## config.mk

```make
export PLATFORM = sky130hd
export DESIGN_NAME = snes_pad_poll_reader_core
export DESIGN_NICKNAME = d
export VERILOG_FILES = /design/src/rtl/sppr_pkg.sv /design/src/rtl/sppr_step.sv /design/src/rtl/snes_pad_poll_reader_core.sv
export SDC_FILE = /design/constraint.sdc
export NUM_CORES = 1
export LEC_CHECK = 0
export BUFFER_PORTS_ARGS = -buffer_cell sky130_fd_sc_hd__buf_2
export CORE_AREA = 10 10 130 120
export DETAILED_ROUTE_END_ITERATION = 10
export DIE_AREA = 0 0 140 130
export GPL_ROUTABILITY_DRIVEN = 0
export GPL_TIMING_DRIVEN = 0
export PLACE_DENSITY = 0.75
export SLEW_MARGIN = 20
export SYNTH_ARGS = -nofsm -noshare
export SYNTH_HDL_FRONTEND = slang
export SYNTH_HIERARCHICAL = 1
export SYNTH_SLANG_ARGS = --single-unit
export TNS_END_PERCENT = 5
```

## constraint.sdc

```tcl
create_clock -name clk -period 5.3 [get_ports clk]
set_clock_uncertainty 0.15 [all_clocks]
set_input_delay 0.265 -clock clk [delete_from_list [all_inputs] [get_ports clk]]
set_output_delay 0.265 -clock clk [all_outputs]
set_load 0.01 [all_outputs]
```

## src/rtl/sppr_pkg.sv

```systemverilog
// Shared types, constants and key priority function for the pad poll reader.
package sppr_pkg;

	localparam int BUTTON_BITS = 16;
	localparam int PAD_BITS    = 16;
	localparam int ELAPSED_W   = 18;
	localparam int DELAY_W     = 8;
	localparam int INDEX_W     = 5;
	localparam int CFG_DATA_W  = 18;
	localparam int CFG_IDX_W   = 2;

	localparam logic [ELAPSED_W-1:0] ELAPSED_MAX = '1;
	localparam logic [INDEX_W:0] LAST_BIT_COUNT = (INDEX_W+1)'(BUTTON_BITS);
	localparam logic [INDEX_W-1:0] PAD_BITS_IDX = INDEX_W'(PAD_BITS);

	localparam logic [DELAY_W-1:0]   LATCH_WIDTH_RST   = 8'd12;
	localparam logic [DELAY_W-1:0]   HALF_PERIOD_RST   = 8'd6;
	localparam logic [ELAPSED_W-1:0] POLL_INTERVAL_RST = 18'd160000;

	typedef enum logic [CFG_IDX_W-1:0] {
		REG_LATCH_WIDTH   = 2'd0,
		REG_HALF_PERIOD   = 2'd1,
		REG_POLL_INTERVAL = 2'd2
	} reg_idx_t;

	typedef enum logic [3:0] {
		PH_IDLE  = 4'b0001,
		PH_LATCH = 4'b0010,
		PH_LOW   = 4'b0100,
		PH_HIGH  = 4'b1000
	} phase_t;

	typedef enum logic [2:0] {
		KEY_NONE  = 3'd0,
		KEY_A     = 3'd1,
		KEY_START = 3'd2,
		KEY_UP    = 3'd3,
		KEY_DOWN  = 3'd4,
		KEY_LEFT  = 3'd5,
		KEY_RIGHT = 3'd6
	} key_t;

	typedef struct packed {
		logic [DELAY_W-1:0]   latch_width;
		logic [DELAY_W-1:0]   half_period;
		logic [ELAPSED_W-1:0] poll_interval;
	} cfg_t;

	typedef struct packed {
		phase_t               phase;
		logic [INDEX_W-1:0]   bit_index;
		logic [DELAY_W-1:0]   delay_count;
		logic [PAD_BITS-1:0]  shift_bits;
		logic [ELAPSED_W-1:0] elapsed;
		logic [PAD_BITS-1:0]  last_buttons;
	} state_t;

	typedef struct packed {
		logic                latch_pin;
		logic                clock_pin;
		logic                busy_res;
		logic                answer_valid;
		key_t                key_code;
		logic [PAD_BITS-1:0] pressed_buttons;
	} result_t;

	function automatic logic [PAD_BITS-1:0] valid_mask();
		logic [PAD_BITS-1:0] m;
		m = '0;
		for (int i = 0; i < PAD_BITS; i++) begin
			if (i < BUTTON_BITS) m[i] = 1'b1;
		end
		return m;
	endfunction

	function automatic key_t key_of(logic [PAD_BITS-1:0] b);
		key_t k;
		if (b[8])      k = KEY_A;
		else if (b[3]) k = KEY_START;
		else if (b[4]) k = KEY_UP;
		else if (b[5]) k = KEY_DOWN;
		else if (b[6]) k = KEY_LEFT;
		else if (b[7]) k = KEY_RIGHT;
		else           k = KEY_NONE;
		return k;
	endfunction

endpackage

```

## src/rtl/sppr_step.sv

```systemverilog
// Next-state and pin/answer logic for one microsecond tick of the poll reader.
module sppr_step (
	input  sppr_pkg::cfg_t    cfg,
	input  sppr_pkg::state_t  cur,
	input  logic              data_pin,
	input  logic              poll_request,
	output sppr_pkg::state_t  nxt,
	output sppr_pkg::result_t res
);
	import sppr_pkg::*;

	logic [DELAY_W-1:0] lw;
	logic [DELAY_W-1:0] hw;
	logic               restart;
	logic [DELAY_W-1:0] dly_inc;
	logic [INDEX_W:0]   bit_next;

	assign lw = (cfg.latch_width == '0) ? DELAY_W'(1) : cfg.latch_width;
	assign hw = (cfg.half_period == '0) ? DELAY_W'(1) : cfg.half_period;

	always_comb begin
		nxt                 = cur;
		res.latch_pin       = 1'b0;
		res.clock_pin       = 1'b1;
		res.busy_res        = 1'b0;
		res.answer_valid    = 1'b0;
		res.key_code        = KEY_NONE;
		restart             = 1'b0;

		if (cur.phase == PH_IDLE && poll_request) begin
			if (cur.elapsed < cfg.poll_interval) begin
				res.answer_valid = 1'b1;
			end else begin
				restart         = 1'b1;
				nxt.phase       = PH_LATCH;
				nxt.delay_count = '0;
				nxt.bit_index   = '0;
				nxt.shift_bits  = '0;
			end
		end

		dly_inc  = nxt.delay_count + DELAY_W'(1);
		bit_next = {1'b0, nxt.bit_index} + (INDEX_W+1)'(1);

		if (nxt.phase != PH_IDLE) begin
			res.busy_res    = 1'b1;
			nxt.delay_count = dly_inc;
			case (nxt.phase)
				PH_LATCH: begin
					res.latch_pin = 1'b1;
					if (dly_inc >= lw) begin
						nxt.delay_count = '0;
						nxt.phase       = PH_LOW;
					end
				end
				PH_LOW: begin
					res.clock_pin = 1'b0;
					if (dly_inc >= hw) begin
						if (nxt.bit_index < PAD_BITS_IDX) begin
							nxt.shift_bits = nxt.shift_bits |
								(PAD_BITS'(data_pin) << nxt.bit_index[$clog2(PAD_BITS)-1:0]);
						end
						nxt.delay_count = '0;
						nxt.phase       = PH_HIGH;
					end
				end
				PH_HIGH: begin
					if (dly_inc >= hw) begin
						nxt.delay_count = '0;
						if (bit_next >= LAST_BIT_COUNT) begin
							nxt.last_buttons = ~nxt.shift_bits & valid_mask();
							res.answer_valid = 1'b1;
							res.key_code     = key_of(~nxt.shift_bits & valid_mask());
							nxt.phase        = PH_IDLE;
							nxt.bit_index    = '0;
						end else begin
							nxt.bit_index = bit_next[INDEX_W-1:0];
							nxt.phase     = PH_LOW;
						end
					end
				end
				default: begin
					nxt.phase = PH_IDLE;
				end
			endcase
		end

		if (restart) begin
			nxt.elapsed = ELAPSED_W'(1);
		end else if (cur.elapsed < ELAPSED_MAX) begin
			nxt.elapsed = cur.elapsed + ELAPSED_W'(1);
		end

		res.pressed_buttons = nxt.last_buttons;
	end

endmodule

```

## src/rtl/snes_pad_poll_reader_core.sv

```systemverilog
// Top level of the SNES pad poll reader: config, state and result registers.
//
//  channel | signals                                        | request moves
//  --------+------------------------------------------------+-------------------------
//  in      | in_valid, in_ready, data_pin, poll_request     | one microsecond tick
//  out     | out_valid, out_ready, latch_pin, clock_pin,    | pins and answer of
//          | busy_res, answer_valid, key_code,              | that tick
//          | pressed_buttons                                |
//  cfg     | cfg_we, cfg_index, cfg_data                    | one register write
//
// One request per cycle while in_ready is high: the tick is applied to the state
// registers and its result is captured in the result register on the accepting edge,
// visible the cycle after. in_ready is high whenever the result register is empty or
// being taken in that cycle. Reset clears the sequencer to idle, the elapsed timer and
// the stored buttons, and loads latch width 12, half period 6 and poll interval 160000.
module snes_pad_poll_reader_core (
	input  logic                              clk,
	input  logic                              arst_n,
	input  logic                              in_valid,
	output logic                              in_ready,
	input  logic                              data_pin,
	input  logic                              poll_request,
	output logic                              out_valid,
	input  logic                              out_ready,
	output logic                              latch_pin,
	output logic                              clock_pin,
	output logic                              busy_res,
	output logic                              answer_valid,
	output logic [2:0]                        key_code,
	output logic [sppr_pkg::PAD_BITS-1:0]     pressed_buttons,
	input  logic                              cfg_we,
	input  logic [sppr_pkg::CFG_IDX_W-1:0]    cfg_index,
	input  logic [sppr_pkg::CFG_DATA_W-1:0]   cfg_data
);
	import sppr_pkg::*;

	cfg_t    cfg_q;
	state_t  state_q;
	state_t  state_nxt;
	result_t res_nxt;
	result_t res_q;
	logic    out_valid_q;
	logic    in_fire;

	assign in_ready = !out_valid_q || out_ready;
	assign in_fire  = in_valid && in_ready;

	sppr_step u_step (
		.cfg          (cfg_q),
		.cur          (state_q),
		.data_pin     (data_pin),
		.poll_request (poll_request),
		.nxt          (state_nxt),
		.res          (res_nxt)
	);

	always_ff @(posedge clk or negedge arst_n) begin
		if (!arst_n) begin
			cfg_q.latch_width   <= LATCH_WIDTH_RST;
			cfg_q.half_period   <= HALF_PERIOD_RST;
			cfg_q.poll_interval <= POLL_INTERVAL_RST;
		end else if (cfg_we) begin
			case (cfg_index)
				REG_LATCH_WIDTH:   cfg_q.latch_width   <= cfg_data[DELAY_W-1:0];
				REG_HALF_PERIOD:   cfg_q.half_period   <= cfg_data[DELAY_W-1:0];
				REG_POLL_INTERVAL: cfg_q.poll_interval <= cfg_data[ELAPSED_W-1:0];
				default: begin
				end
			endcase
		end
	end

	always_ff @(posedge clk or negedge arst_n) begin
		if (!arst_n) begin
			state_q.phase        <= PH_IDLE;
			state_q.bit_index    <= '0;
			state_q.delay_count  <= '0;
			state_q.shift_bits   <= '0;
			state_q.elapsed      <= '0;
			state_q.last_buttons <= '0;
			out_valid_q          <= 1'b0;
		end else begin
			if (in_fire) begin
				state_q     <= state_nxt;
				out_valid_q <= 1'b1;
			end else if (out_ready) begin
				out_valid_q <= 1'b0;
			end
		end
	end

	always_ff @(posedge clk) begin
		if (in_fire) begin
			res_q <= res_nxt;
		end
	end

	assign out_valid       = out_valid_q;
	assign latch_pin       = res_q.latch_pin;
	assign clock_pin       = res_q.clock_pin;
	assign busy_res        = res_q.busy_res;
	assign answer_valid    = res_q.answer_valid;
	assign key_code        = res_q.key_code;
	assign pressed_buttons = res_q.pressed_buttons;

endmodule

```

After elaboration in Yosys (flattened, before gate mapping)
Cells that the tools add are included.
{ "classes": {"n_bitwise": 6, "reduce_logical": 16, "addsub": 3, "magnitude_cmp": 6, "n_mul": 0, "shift": 1, "div": 0, "n_mux": 40, "n_eq_ne": 7} }
{ "ops": {"columns": ["op", "n"], "rows": [
  ["two-way mux 33 bit", 3],
  ["two-way mux 16 bit", 6],
  ["two-way mux 18 bit", 2],
  ["two-way mux 8 bit", 4],
  ["two-way mux 24 bit", 1],
  ["case mux 8 bit (3 select lines)", 1],
  ["two-way mux 4 bit", 5],
  ["adder 18 x 1 -> 18 bit, second input constant", 1],
  ["< comparator 18 bit", 1],
  ["< comparator 18 bit, second input constant", 1],
  ["two-way mux 3 bit", 6],
  ["two-way mux 17 bit", 1],
  [">= comparator 8 bit", 2],
  ["zero test 8 bit", 2],
  ["inverter 16 bit", 1],
  ["bitwise OR 16 bit", 1],
  ["<< shifter 1 x 4 -> 16 bit", 1],
  ["case mux 4 bit (3 select lines)", 1],
  ["two-way mux 5 bit", 2],
  ["adder 8 x 1 -> 8 bit, second input constant", 1],
  ["two-way mux 1 bit", 8],
  ["AND reduction 2 bit", 4],
  ["OR reduction 7 bit", 1],
  ["adder 5 x 1 -> 6 bit, second input constant", 1],
  ["other kinds (17)", 22]
]} }
{ "word_totals": {"word_cells": 97, "out_inout_bits": 25, "romBits": 0, "latchBits": 0, "ram_bits": 0, "ff_bits": 125, "mem_count": 0, "inputBits": 27} }

Longest topological paths before layout
Gate-level depths: netlist of the first run.
{ "logic_depth": {"depth_word": 14, "mapped_depth": 22, "mapped_depth_nobuf": 19} }

Hierarchy
Netlist of the first run, hierarchy kept.
{ "by_module_without_submodules": {"columns": ["module", "area_each_um2", "n_inst", "cells_per_inst", "seq_area_each_um2"], "rows": [
  ["snes_pad_poll_reader_core", 4538.1, 1, 241, 3255.6],
  ["sppr_step", 2665.1, 1, 388, 0.0]
]} }

Least setup slack after synthesis of the first run
OpenSTA, ideal clock, no wires.
{ "synth_path": {"path_type": "reg2reg", "start": "register cfg_q[8] in the netlist's numbering", "end": "register state_q[10] in the netlist's numbering", "path_buffers": 4, "arrival_time_ns": 4.300, "t_required_ns": 5.025, "setup_slack_ns": 0.726, "period_less_slack_ns": 4.574, "stages_incl_launch_ff": 21, "setup_ns": 0.125, "cell_sequence": "dfstp_2 -> inv_1 -> ha_1 -> nand4_1 -> or3_1 -> a211o_2 -> nand2_4 -> buf_12 -> buf_2 -> buf_2 -> nor2_1 -> ha_1 -> a21oi_1 -> o21ai_0 -> a31o_2 -> a21oi_1 -> o211ai_4 -> nand3_2 -> buf_6 -> mux2_4 -> mux2_2"} }
{ "synth_lines": {"columns": ["element", "line_no", "rtl"], "rows": [
  ["start: declaration", "snes_pad_poll_reader_core.sv:37", "cfg_t cfg_q;"],
  ["end signal: assignment", "snes_pad_poll_reader_core.sv:84", "state_q <= state_nxt;"],
  ["end: declaration", "snes_pad_poll_reader_core.sv:38", "state_t state_q;"]
]} }

==> summary.txt, run 1 <==
Status
  • Result of the run: finished, final reports clean

Clock tree
  • Clock latency at the later pin of the worst-skew pair: between 0.4 and 0.5 ns
  • CTS root buf: sky130_fd_sc_hd__clkbuf_16
  • Clock H-tree levels: 4
  • Maximum buffer depth of the clock tree: 2
  • Number of clock buffers inserted by TritonCTS: 17
  • Number of sinks handled by clock tree synthesis: 125
  • TritonCTS clock tree: built
  • Clock slew seen by the registers of the worst setup and hold paths: ~0.06 ns

Timing
  • Tcrit/Tclk final: 96.1%
  • Final count of negative-setup-slack endpoints: 0
  • Max-slew violation total from the final report: 0
  • Final TNS setup: 0 ns
  • Final critical-path required period: roughly 5.1 ns
  • Setup repair after global routing missed its margin: no
  • Max-slew headroom at the worst pin: 30.0%
  • Count of final hold-check violations: 0
  • Upper clock frequency limit: 196 MHz
  • Slew @ Worst Pin: 1.04 ns

Floorplan
  • Die Y: between 100 and 150 µm
  • FP Rows: 40
  • Effective utilization at floorplan: 55.4%
  • Ports placed on the boundary: 52
  • Die Footprint: 0.0182 mm²
  • Core area: about 0.013 mm²
  • Die outline width: ~140 µm

Layout
  • Area added between synthesis and finish: 18.3%
  • Multi-input gate area: 0.00353 mm²
  • Filler cells: a little under 1,000
  • Area of all sequential standard cells: 0.00326 mm²
  • # diodes: 0
  • Commonest cells after routing, fill and taps aside: 103 x sky130_fd_sc_hd__mux2_2, 92 x sky130_fd_sc_hd__dfrtp_1, 55 x sky130_fd_sc_hd__buf_2
  • Share of layout cells above drive strength 1: approximately 36%
  • Number of nets in the finished design: 783
  • Most common cell after layout, fill and taps aside: sky130_fd_sc_hd__mux2_2

Global routing
  • Overall Global Routing Usage: 17.0%
  • Number of global-route vias before repair: 5,161
  • Total gr overflow: 0
  • Antenna violations before repair: 0
  • First-pass GRT wire length: approximately 25,000 µm
  • Largest net degree at the start of global routing: 53

Synth
  • Netlist cell types: 70
  • Mapped Avg Cell Area: 11.5 µm²
  • Count of flip-flops with a built-in enable after synthesis: 23
  • Register bit total from synthesis: between 100 and 150
  • Portion of netlist area occupied by mux cells: 19.4%
  • Adder-Cell Fraction of Synth Area: ~5.9%
  • Synthesized instance count: 629
  • Synth warnings: 6
  • Async SR Flop Fraction: around four fifths
  • Xor and xnor area share after synthesis: 2.66%
  • Sequential-to-total area share from yosys stat: between 40% and 50%
  • Synth Area in Compound Gates: 8.29%
  • Top_reg_cell synth: sky130_fd_sc_hd__dfrtp_1
  • Simple-gate share of the synthesized area: between 10% and 20%
  • Synthesized Nets: 690
  • Main combinational cell family by area after synthesis: multiplexers
  • Post-synthesis instance area: 0.00720 mm²

Place
  • Buffers on Ports: 51
  • Placed wire-length estimate: 11,000 µm

Routing
  • Number of design-rule violations left by the first detailed-router iteration: 352
  • Vias: between 5,000 and 6,000
  • Number of remaining DRC errors: 0
  • Vias/cell: 5.57
  • Detailed-routing iteration count for the pre-antenna-repair pass: 5
  • Routed wire per std cell: 16.7 µm
  • Antenna Violating Nets Remaining: 0
  • Routed wire length: 15,000 µm

Flow run
  • Max-cap violations: 0

Power and ir drop
  • Reported leakage power: between 4 and 5 nW
  • Total power consumption of the routed design: 0.00361 W
  • Cell area power density: 423 mW/mm²
  • Max VDD drop: 289 µV

Setup path
  • Required time of the worst setup path: 5.44 ns
  • Kind of end point of the critical path: flop
  • Kind of start point of the critical path: flop
  • Kind of critical path: flop to flop
  • CP Max Fanout: 10
  • Worst Path Arrival: 5.23 ns

Min path
  • Path class of the lowest-slack min-delay path: primary input to flop
==> worst paths after layout <==
| kind | cells past startpoint | to | slack [ns] | startpoint |
|---|---|---|---|---|
| hold reg to reg | 1 | cfg_q[10] | 0.35 | cfg_q[10] |
| setup / recovery | 21 | state_q[13] | 0.21 | cfg_q[13] |
| setup reg to reg | 21 | state_q[13] | 0.21 | cfg_q[13] |
| hold / removal | 3 | cfg_q[32] | 0.19 | cfg_index[0] |
| max in group asynchronous | 3 | cfg_q[13] | 4.13 | arst_n |
| min in group asynchronous | 2 | cfg_q[21] | 0.21 | arst_n |
==> metrics by stage <==
step	worst slack, ns	std cells	area (µm²)	hold slack (ns)	utilization (%)
3_3_place_gp	-0.0102	848	7670	0.334	58.9
3_5_place_dp	-0.0980	849	7700	0.0986	59.2
5_1_grt	0.0220	903	8520	0.179	65.5
4_1_cts	0.0279	902	8500	0.166	65.3
2_1_floorplan	0.726	629	7200	-0.181	-
6_report	0.206	903	8520	0.187	65.5
==> where the power goes <==
group	leakage (nW)	switching, W	internal (W)
Sequential	1.53	0.000152	0.00115
Clock	0.294	0.000413	0.000723
Combinational	2.19	0.000623	0.000549
Total	4.01	0.00119	0.00242
==> timing repair <==
| action | 4_1_cts | 5_1_grt |
|---|---|---|
| endpoints found under the hold margin | 84 | 0 |
| buffers inserted | 0 | 2 |
| endpoints found under the setup margin | 28 | 28 |
| hold buffers | 21 | 0 |
| pin swaps | 0 | 1 |
| resized for setup | 1 | 4 |
==> critical path: stages (launching register included) <==
cell                       delay [ns]
sky130_fd_sc_hd__dfstp_2         0.53
sky130_fd_sc_hd__inv_1           0.04
sky130_fd_sc_hd__ha_1            0.30
sky130_fd_sc_hd__a21oi_1         0.16
sky130_fd_sc_hd__o21ai_0         0.13
sky130_fd_sc_hd__a21oi_1         0.29
sky130_fd_sc_hd__or2_1           0.14
sky130_fd_sc_hd__buf_2           0.19
sky130_fd_sc_hd__and3_1          0.31
sky130_fd_sc_hd__ha_2            0.30
sky130_fd_sc_hd__nand3_1         0.10
sky130_fd_sc_hd__xnor2_1         0.28
sky130_fd_sc_hd__nor2_1          0.11
sky130_fd_sc_hd__ha_1            0.21
sky130_fd_sc_hd__a21o_1          0.17
sky130_fd_sc_hd__a31o_2          0.22
sky130_fd_sc_hd__a21oi_1         0.26
sky130_fd_sc_hd__o211ai_4        0.14
sky130_fd_sc_hd__nand3_2         0.15
sky130_fd_sc_hd__buf_6           0.18
sky130_fd_sc_hd__mux2_1          0.36
sky130_fd_sc_hd__mux2_2          0.27
==> cell usage after synthesis (8+ instances only) <==
cell type / n / area (µm²)
sky130_fd_sc_hd__mux2_2: 103 / 1160
sky130_fd_sc_hd__dfrtp_1: 92 / 2300
sky130_fd_sc_hd__nand2_1: 47 / 176
sky130_fd_sc_hd__nor2_1: 41 / 154
sky130_fd_sc_hd__inv_1: 39 / 146
sky130_fd_sc_hd__ha_1: 34 / 425
sky130_fd_sc_hd__edfxtp_1: 23 / 691
sky130_fd_sc_hd__nand3_1: 23 / 115
sky130_fd_sc_hd__a21oi_1: 19 / 95.1
sky130_fd_sc_hd__buf_4: 16 / 120
sky130_fd_sc_hd__o21ai_0: 16 / 80.1
sky130_fd_sc_hd__xor2_1: 12 / 105
sky130_fd_sc_hd__dfstp_2: 10 / 263
sky130_fd_sc_hd__mux2_4: 10 / 150
sky130_fd_sc_hd__a32o_1: 9 / 90.1
sky130_fd_sc_hd__xnor2_1: 8 / 70.1
==> final cells by class <==
type	count	area share [%]
Clock buffer	23	5.99
Sequential cell	125	38.2
Inverter	40	1.76
Tap cell	168	2.47
Clock inverter	9	0.925
Timing Repair Buffer	75	6.04
Multi-Input combinational cell	427	41.4
Buffer	36	3.17
==> sequential cells by signal (all words and copies together) (netlist names) <==
signal	count
pressed_buttons	16
answer_valid	1
out_valid	1
latch_pin	1
state_q	67
busy_res	1
clock_pin	1
cfg_q	34
key_code	3
==> cell families after synthesis <==
group / count (synthesis)
adders and majority gates: 34
AOI/OAI and AO/OA: 78
and+or+nand+nor: 173
DFF: 125
xor gates and xnor gates: 21
muxes: 121
buffers and inverters: 77
==> routing by layer <==
metal	wire length [µm]	track usage, %
met5	0	0
met4	219	5.64
met1	6560	20.4
met2	7380	28.9
met3	889	4.90
Note: power is estimated with default switching activity, not from simulation.
==> run 2: changes to the inputs <==
Settings changed: CELL_PAD_IN_SITES_DETAIL_PLACEMENT from default to 1, CELL_PAD_IN_SITES_GLOBAL_PLACEMENT from default to 1, CORE_AREA 10 10 130 120 to 10 10 139 129, DIE_AREA 0 0 140 130 to 0 0 149 139, PLACE_DENSITY 0.75 to 0.86.
==> run 2 against run 1 <==
Net effect: maximum frequency grew 0.23%; combinational power grew 9%; final cell count up 3.7%; largest cell class unchanged; largest power group unchanged; highest routed layer unchanged.
==> summary.txt, run 2 (synthesized netlist as in run 1, its figures left out) <==
Clock tree
  • TritonCTS clock tree: built
  • Number of sinks handled by clock tree synthesis: 125 (unchanged)
  • Clock slew seen by the registers of the worst setup and hold paths: 0.06 ns (about the same)
  • Clock latency at the later pin of the worst-skew pair: 0.44 ns (+0.03 ns)
  • CTS root buf: sky130_fd_sc_hd__clkbuf_16
  • Number of clock buffers inserted by TritonCTS: 17 (unchanged)
  • Maximum buffer depth of the clock tree: 2 (unchanged)
  • Clock H-tree levels: 4 (unchanged)

Power and ir drop
  • Reported leakage power: 4.00 nW (-0.32%)
  • Proportion of power drawn by the clock network: 30.3% (-1.2 points)
  • Combinational share of power: 34.2% (+1.7 points)
  • P_int: 0.00238 W (-1.5%)
  • Switching power as a share of total power: 35.6% (+2.7 points)
  • Net load switching power: 0.00132 W (+11%)
  • Max VDD drop: 289 µV (+0.19%)
  • Reg power frac: 35.5% (-0.5 points)
  • Cell area power density: 432 mW/mm² (+2.1%)

Timing
  • Final critical-path required period: 5.08 ns (-0.0117 ns)
  • Upper clock frequency limit: 197 MHz (+0.23%)
  • Tcrit/Tclk final: 95.9% (-0.22 points)
  • Final TNS setup: 0 ns (unchanged)
  • Slew @ Worst Pin: 0.939 ns (-0.0957 ns)
  • Max-slew violation total from the final report: 0 (unchanged)
  • Count of final hold-check violations: 0 (unchanged)
  • Worst path setup slack after routing: 0.218 ns (+0.0117 ns)
  • Final count of negative-setup-slack endpoints: 0 (unchanged)
  • Setup repair after global routing missed its margin: no
  • Max-slew headroom at the worst pin: 37.3% (+7.3 points)

Setup path
  • Kind of end point of the critical path: flop
  • Crit path buffers/inverters: 5 (+2)
  • CP max-delay cell: sky130_fd_sc_hd__dfstp_2
  • Kind of cell with the highest combined delay on the critical path: simple AND/OR/NAND/NOR gates
  • Critical Path, Cell by Cell: inv_1 -> ha_1 -> nand4_1 -> or3_4 -> a211o_4 -> nand2_4 -> buf_12 -> buf_4 -> buf_4 -> nor2_1 -> ha_1 -> nand2_1 -> o21ai_0 -> a31o_2 -> nand3_1 -> o211ai_4 -> buf_4 -> and2_1 -> mux2_2 -> mux2_2
  • Slack of the worst reg-to-reg path: 0.22 ns (about the same)
  • Kind of critical path: flop to flop
  • Required time of the worst setup path: 5.47 ns (+0.03 ns)
  • Most Frequent Cell on Critical Path: sky130_fd_sc_hd__buf_4
  • Worst Path Arrival: 5.25 ns (+0.02 ns)
  • Kind of start point of the critical path: flop
  • Stage delay of the slowest cell on the critical path: 0.53 ns (about the same)
  • CP Max Fanout: 10 (unchanged)

Floorplan
  • Die outline width: 149 µm (+6.4%)
  • Die Y: 139 µm (+6.9%)
  • FP Rows: 43 (+7.5%)
  • Ports placed on the boundary: 52 (unchanged)
  • Effective utilization at floorplan: 47.8% (-7.5 points)
  • Core area: 0.0151 mm² (+16%)
  • Die Footprint: 0.0207 mm² (+14%)

Flow run
  • Max-cap violations: 0 (unchanged)

Routing
  • Vias: 5,286 (+5.1%)
  • Number of remaining DRC errors: 0 (unchanged)
  • Routed wire per std cell: 20.6 µm (+24%)
  • Antenna Violating Nets Remaining: 0 (unchanged)
  • Routed wire length: 19,300 µm (+28%)
  • Number of design-rule violations left by the first detailed-router iteration: 288 (-18%)
  • Detailed-routing iteration count for the pre-antenna-repair pass: 4 (-1)
  • Vias/cell: 5.65 (+1.4%)

Global routing
  • Overall Global Routing Usage: 19.3% (+2.3 points)
  • Number of global-route vias before repair: 6,087 (+18%)
  • Antenna violations before repair: 0 (unchanged)
  • Largest net degree at the start of global routing: 79 (+49%)
  • First-pass GRT wire length: 32,000 µm (+27%)
  • Total gr overflow: 0 (unchanged)

Layout
  • Most common cell after layout, fill and taps aside: sky130_fd_sc_hd__mux2_2
  • Final Non-Filler Cells: 936 (+3.7%)
  • Max reg flops: 67 (unchanged)
  • Area added between synthesis and finish: 18.9%
  • Commonest cells after routing, fill and taps aside: 103 x sky130_fd_sc_hd__mux2_2, 92 x sky130_fd_sc_hd__dfrtp_1, 55 x sky130_fd_sc_hd__buf_2
  • Biggest register: state_q
  • Number of nets in the finished design: 782 (-0.13%)
  • # diodes: 0 (unchanged)
  • Layout Cell Area excl Fill: 0.00857 mm² (+0.53%)
  • Share of layout cells above drive strength 1: 36.8% (+0.87 points)

Min path
  • Path class of the lowest-slack min-delay path: primary input to asynchronous set/reset pin

Place
  • Placed wire-length estimate: 13,100 µm (+19%)
  • Post-DP Area: 0.00774 mm² (+0.55%)
  • Buffers on Ports: 51 (unchanged)
  • Worst setup slack after placement: -0.140 ns (-0.0424 ns)
  • Placed instance count: 883 (+4.0%)

Status
  • Result of the run: finished, final reports clean
[run 2: path summary, 6_finish.rpt]
| check | start | end | cells past startpoint |
|---|---|---|---|
| max | cfg_q[8] | state_q[59] | 20 |
| min | arst_n | cfg_q[31] | 2 |
| max in group asynchronous | arst_n | state_q[63] | 3 |
| min in group clk | poll_request | answer_valid | 3 |
| min reg2reg | state_q[12] | state_q[12] | 1 |
| max reg2reg | cfg_q[8] | state_q[59] | 20 |
[run 2: per-layer routing]
| metal | global-route usage, % | share of wire (%) |
|---|---|---|
| met4 | 8.62 | 2.7 |
| met2 | 33.8 | 52 |
| met1 | 21.3 | 40 |
| met5 | 0 | 0 |
| met3 | 5.29 | 4.8 |
[run 2: power groups by stage]
stage	combinational [W]	sequential [W]	clock, W
CTS	0.00123	0.00131	0.00113
finish	0.00127	0.00131	0.00112
global route	0.00140	0.00134	0.00118
floorplan	0.000862	0.00127	0
detailed placement	0.00118	0.00132	0
global placement	0.00107	0.00130	0
[run 2: final cells by class]
| cell class | instances | area, µm² |
|---|---|---|
| Sequential cell | 125 | 3260 |
| Buffer | 36 | 274 |
| Timing Repair Buffer | 74 | 507 |
| Multi-Input combinational cell | 427 | 3560 |
| Inverter | 40 | 150 |
| Clock buffer | 21 | 470 |
| Tap cell | 202 | 253 |
| Clock inverter | 11 | 91.3 |
| Fill cell | 1604 | 6500 |
[run 2: worst register-to-register path: cells and delay by family (launching register included)]
| family | cells | cell delay [ns] |
|---|---|---|
| AO/OA/AOI/OAI | 4 | 1.04 |
| adder cells (fa/ha/maj) | 2 | 0.61 |
| flip-flops | 1 | 0.53 |
| buffers and inverters | 5 | 0.81 |
| multiplexers | 2 | 0.60 |
| AND/OR/NAND/NOR | 7 | 1.24 |
[run 2: metrics by stage]
stage | hold slack (ns) | utilization [%] | power, W
2_1_floorplan | -0.181 | - | 0.00213
3_3_place_gp | 0.334 | 51.2 | 0.00237
3_5_place_dp | -0.0152 | 51.4 | 0.00250
4_1_cts | 0.0931 | 56.6 | 0.00367
5_1_grt | 0.156 | 56.9 | 0.00392
6_report | 0.147 | 56.9 | 0.00370
[run 2: timing repair]
item | in CTS | in global routing
gates cloned | 0 | 0
hold buffers | 21 | 0
gates resized for setup | 4 | 7
endpoints found under the setup margin | 32 | 60
endpoints found under the hold margin | 135 | 0
buffers inserted | 1 | 0
pin swaps | 1 | 0
